<file path="src/rtl/nfa_pkg.sv">
// types, geometry constants and codes of the nand flash array model
// no dependencies
`default_nettype none
package nfa_pkg;

    localparam int NUM_BLOCK       = 64;
    localparam int PAGES_PER_BLOCK = 64;
    localparam int DATA_WORDS      = 512;
    localparam int SPARE_WORDS     = 16;
    localparam int PAGE_WORDS      = DATA_WORDS + SPARE_WORDS;
    localparam int STORE_WORDS     = NUM_BLOCK * PAGES_PER_BLOCK * PAGE_WORDS;

    localparam int BLK_AW   = (NUM_BLOCK > 1) ? $clog2(NUM_BLOCK) : 1;
    localparam int ROW_W    = (NUM_BLOCK * PAGES_PER_BLOCK > 1) ?
                              $clog2(NUM_BLOCK * PAGES_PER_BLOCK) : 1;
    localparam int STORE_AW = (STORE_WORDS > 1) ? $clog2(STORE_WORDS) : 1;
    localparam int ROWX_W   = 14;
    localparam int ADDRX_W  = 24;
    localparam int PTR_W    = 7;

    localparam logic [1:0] OP_READ  = 2'd0;
    localparam logic [1:0] OP_WRITE = 2'd1;
    localparam logic [1:0] OP_ERASE = 2'd2;

    localparam logic [1:0] ST_OK        = 2'd0;
    localparam logic [1:0] ST_RANGE     = 2'd1;
    localparam logic [1:0] ST_UNWRITTEN = 2'd2;
    localparam logic [1:0] ST_BELOW     = 2'd3;

    typedef struct packed {
        logic [1:0]  opcode;
        logic [6:0]  block_index;
        logic [6:0]  page_index;
        logic [9:0]  word_index;
        logic [31:0] write_word;
        logic        last_word;
    } item_t;

    typedef struct packed {
        logic [1:0]  status;
        logic [31:0] read_word;
        logic [31:0] read_pages;
        logic [31:0] written_pages;
        logic [31:0] erased_blocks;
    } result_t;

    typedef struct packed {
        logic              rd_en;
        logic [BLK_AW-1:0] rd_addr;
        logic              wr_en;
        logic [BLK_AW-1:0] wr_addr;
        logic [PTR_W-1:0]  wr_data;
    } ptr_req_t;

    typedef struct packed {
        logic                en;
        logic                we;
        logic [STORE_AW-1:0] addr;
        logic [31:0]         wdata;
    } store_req_t;

endpackage
`default_nettype wire

</file>
<file path="src/rtl/nfa_ptr_table.sv">
// per-block write pointer memory, registered read, reset to zero via valid bits
// depends on nfa_pkg
`default_nettype none
module nfa_ptr_table
    import nfa_pkg::*;
(
    input  wire logic             clk,
    input  wire logic             rst_n,
    input  wire ptr_req_t         req,
    output logic [PTR_W-1:0]      rdata
);

    logic [PTR_W-1:0]     mem_reg [NUM_BLOCK];
    logic [PTR_W-1:0]     q_reg;
    logic [NUM_BLOCK-1:0] vld_reg;
    logic                 q_vld_reg;

    always_ff @(posedge clk)
    begin
        if (req.wr_en)
        begin
            mem_reg[req.wr_addr] <= req.wr_data;
        end
        if (req.rd_en)
        begin
            q_reg <= mem_reg[req.rd_addr];
        end
    end

    always_ff @(posedge clk or negedge rst_n)
    begin
        if (!rst_n)
        begin
            vld_reg   <= '0;
            q_vld_reg <= 1'b0;
        end
        else
        begin
            if (req.wr_en)
            begin
                vld_reg[req.wr_addr] <= 1'b1;
            end
            if (req.rd_en)
            begin
                q_vld_reg <= vld_reg[req.rd_addr];
            end
        end
    end

    assign rdata = q_vld_reg ? q_reg : '0;

endmodule
`default_nettype wire

</file>
<file path="config.mk">
export PLATFORM = sky130hd
export DESIGN_NAME = nfa_ptr_table
export DESIGN_NICKNAME = d
export VERILOG_FILES = /design/src/rtl/nfa_pkg.sv /design/src/rtl/nfa_ptr_table.sv
export SDC_FILE = /design/constraint.sdc
export NUM_CORES = 1
export LEC_CHECK = 0
export BUFFER_PORTS_ARGS = -buffer_cell sky130_fd_sc_hd__buf_2
export CAP_MARGIN = 10
export CORE_MARGIN = 2
export CORE_UTILIZATION = 62
export DETAILED_ROUTE_END_ITERATION = 10
export GPL_ROUTABILITY_DRIVEN = 0
export MAX_ROUTING_LAYER = met4
export PLACE_DENSITY = 0.85
export SLEW_MARGIN = 30
export SYNTH_ARGS = -nofsm -noshare
export SYNTH_HDL_FRONTEND = slang
export SYNTH_SLANG_ARGS = --single-unit
</file>
<file path="constraint.sdc">
create_clock -name clk -period 2.45 [get_ports clk]
set_input_delay 0.1225 -clock clk [delete_from_list [all_inputs] [get_ports clk]]
set_output_delay 0.1225 -clock clk [all_outputs]
set_load 0.03 [all_outputs]
</file>
* Yosys cells after proc, flatten, opt, wreduce, memory -nomap -nowiden
Memories as Yosys holds them, arrays and structs flattened. A register that Yosys moved wholly into a read port is not among the register bits.
Cells that the tools add are included.
** Storage, ports and cells
- Register bits after elaboration :: 65
- RAM bits :: 448
- Input port bits :: 23
- Output and inout bits :: 7
- Word-level logic and storage cells :: 15
- Memories :: 1
** Memories
- mem_reg :: words 64, bits a word 7, read ports 1, clocked after memory_dff 1, write ports 1, RTL line nfa_ptr_table.sv:13 : logic [PTR_W-1:0] mem_reg [NUM_BLOCK];
** Cells by class
- Magnitude comparators :: 3
- Muxes and demuxes :: 7
- Bitwise logic cells :: 1
- Reductions and logical operators :: 1
** Operator list (number)
- 64-bit OR :: 1
- 6-bit by 7-bit less-than comparator with 1-bit output (second input constant) :: 2
- 7-bit two-way mux :: 1
- 1-bit binary-select mux with 6-bit select :: 1
- 1-bit demux with 6-bit select :: 1
- 6-bit by 1-bit >= comparator with 1-bit output (second input constant) :: 1
- 1-bit two-way mux :: 4
- 1-bit logical AND :: 1

* Longest topological paths before layout
- Word-level depth :: 5
- Depth in mapped cells :: 8
- Mapped depth without buffers :: 5

* Worst setup path before layout
Ideal clock, no wire load.
- Path kind :: input -> register
- From :: in req[15] (netlist name)
- To :: reg q_reg[0] (read register of mem_reg), data pin
- Library setup time :: 0.256 ns
- Data arrival time :: 1.807 ns
- Required time :: 2.194 ns
- Slack :: 0.387 ns
- Stages :: 7
- Path buffers :: 3
- Cells stage by stage :: buf_2 -> buf_2 -> buf_1 -> mux4_2 -> mux4_2 -> o22ai_1 -> nor2_1
** RTL lines
- from (decl) :: RTL line nfa_ptr_table.sv:9 : input wire ptr_req_t req,
- to (decl) :: RTL line nfa_ptr_table.sv:14 : logic [PTR_W-1:0] q_reg;

==> run summary <==
final period demand of the worst path: 2200 ps
buffers added on ports: 29
clock sink count: 520
Die ar.: 0.0340 mm2
hold crit path type: primary input to asynchronous set/reset pin
Max Slew Vio Count: 0
Worst path most repeated cell: mux4_2
global-route wire length before repair: 71.7 mm
Top FF cell, synth: edfxtp_1
cts repair resizes: 0
most frequent cells after synthesis: 455 x edfxtp_1, 149 x mux4_2, 74 x nor2_1
I/O pins: 30
initial antenna violation count: 1
share of layout cells above drive strength 1: 0.375
Sequential Power Share: 0.530
grt ovf: 0
core area: 0.0323 mm2
antenna-violating nets left: 0
Mapped Nets: 972
WS Path Type: flop to flop
die width: 184 um
Die Ht: 184 um
CTS tree: built
Filler Cell Count: 1739
Yosys top cell area share: 0.676
DR vias/cell: 6.71
Int Power: 14.9 mW
ranking of synthesized cells by area: edfxtp_1 68%, mux4_2 17%, dfrtp_1 8.1%
# rows: 66
Unique masters post-synth: 30
Worst slew margin: 0.412
H-tree levels: 2
syn avg cell area: 21.3 um2
setup TNS: 0 ps
Sw Ratio: 0.214
top-count cell post-synth: edfxtp_1
Max-cap violations: 0
FF+latch count, synth: 520
CP Launch Type: flop
crit path cell chain: mux4_2, mux4_2, o22ai_1, nor2_1
hpwl dp: 29.0 mm
post-synth top area cell: edfxtp_1
Cell Pwr Density: 816 mW/mm2
vias in the first global route: 10700
crit path DAT: 2500 ps
Critical Path Sink Type: flop
Syn-to-layout area delta: 15.3%
largest net degree at the start of global routing: 65
Overall Global Routing Usage: 0.311
# nets final: 1112
crit-path max cell delay: 530 ps
Longest Clk Path Bufs: 3
Switch Pwr: 4.07 mW
status: completed
Slowest-stage cell, CP: mux4_2
WL final: 48.5 mm
unrepaired setup endpoints after global routing: no
CTS clock-pin slew for the worst setup and hold paths: 60 ps
Clock Latency Late Sink: 570 ps
Final Hold Vio Count: 0
FFs w/ async S/R, synth: 0.125
Final Skew: 21.1 ps
total CTS buffers: 48
yosys warns: 0
Pre-antenna DRT Iters: 5
Comb pwr share: 0.069
fmax: 0.454 GHz
max reg flops: 448
Root Buffer: clkbuf_16
period utilization: 0.900
number of DRC markers in iteration 0: 1711
Final setup viols: 0
DRC Markers: 0
starting density of the core: 0.626
Leakage: 8.02 nW
Worst Max-Slew Pin Slew: 878 ps
Crit Path Max Fanout: 1
Worst Path Required: 2740 ps
cell area after synthesis: 0.0202 mm2
sequential fraction of the synthesis area: 0.757
wire length per cell: 30.8 um
Clock Power Share: 0.401
number of synthesized flops with an enable pin: 455
maximum vdd drop: 0.770 mV
hold slack: 10.6 ps
Vias: 10500
Synth Instances: 949
[what timing repair did]
item / in CTS / in global routing
buffers inserted: 0 / 0
hold endpoints to repair: 83 / 0
hold buffers: 4 / 0
[power groups by stage]
stage	clock network (mW)	logic [mW]	registers, mW
4_1_cts	7.66	1.32	10.1
3_3_place_gp	0	1.23	10.2
3_5_place_dp	0	1.28	10.2
6_report	7.62	1.32	10.1
5_1_grt	8.02	1.39	10.1
2_1_floorplan	0	0.792	10.2
[cells in the final DEF, fill, tap and decap left out, drive strengths merged]
master	instances
edfxtp	455
mux4	149
buf	131
nor2	74
or2	66
dfrtp	65
clkbuf	59
clkinv	21
mux2i	20
o22ai	14
nand2	11
nand3	10
and2	7
bufinv	6
nand2b	5
nor2b	5
inv	5
a22oi	4
dlygate4sd3	4
clkinvlp	3
nor3	2
nand3b	2
a311oi	2
a31oi	2
diode	1
nand4b	1
nand4	1
or3b	1
or3	1
a211oi	1
a21oi	1
a41o	1
[critical path: cells and delay by family (launching register included)]
kind,cells,cell delay [ps]
flops,1,360
mux,2,1040
compound gates,1,430
simple gates,1,100
[routing by layer]
layer,vias up,wire length (um),global-route usage
li1,4146,-,-
met1,5542,17300,0.418
met2,727,24700,0.506
met3,128,4680,0.0411
met4,0,1730,0.100
met5,-,0,-
[metrics by stage]
step                      power [mW]  instances  setup WS (ps)   util  cell area (um2)
final                           19.0       1572            245  0.721            23300
after global routing            19.5       1572            261  0.721            23300
after CTS                       19.0       1571            317  0.721            23300
after detailed placement        11.5       1477           -156  0.670            21600
after global placement          11.4       1477          -83.9  0.670            21600
after floorplan                 11.0        949            387      -            20200
[cell type report]
cell class / instances / area, um2 / share of cell area
Tap cell: 442 / 553 / 0.0237
Inverter: 3 / 11.3 / 0.000483
Sequential cell: 520 / 15300 / 0.656
Multi-Input combinational cell: 380 / 4670 / 0.200
Clock buffer: 58 / 1300 / 0.0558
Antenna cell: 1 / 2.50 / 0.000107
Timing Repair Buffer: 136 / 1160 / 0.0497
Clock inverter: 32 / 313 / 0.0134
[cells by family (layout without fill, tap and decap cells)]
kind of cell | Yosys count | after routing | share of synthesized area
other | 0 | 1 | 0
DFF | 520 | 520 | 0.757
buffers and inverters | 49 | 229 | 0.0118
AOI/OAI and AO/OA | 25 | 25 | 0.00842
and+or+nand+nor | 186 | 186 | 0.0467
muxes | 169 | 169 | 0.176
[worst paths after layout]
check / from / end / slack (ps) / cells past startpoint
max in group asynchronous: rst_n / vld_reg[27]$_DFFE_PN0P_ / 1810 / 3
min reg2reg: vld_reg[32]$_DFFE_PN0P_ / vld_reg[32]$_DFFE_PN0P_ / 470 / 1
min in group clk: req[17] / q_vld_reg$_DFFE_PN0P_ / 130 / 3
max: mem_reg[39][5]$_DFFE_PP_ / q_reg[5]$_DFFE_PP_ / 250 / 4
min: rst_n / vld_reg[8]$_DFFE_PN0P_ / 10 / 2
max reg2reg: mem_reg[39][5]$_DFFE_PP_ / q_reg[5]$_DFFE_PP_ / 250 / 4
(Power assumes the default switching activity.)
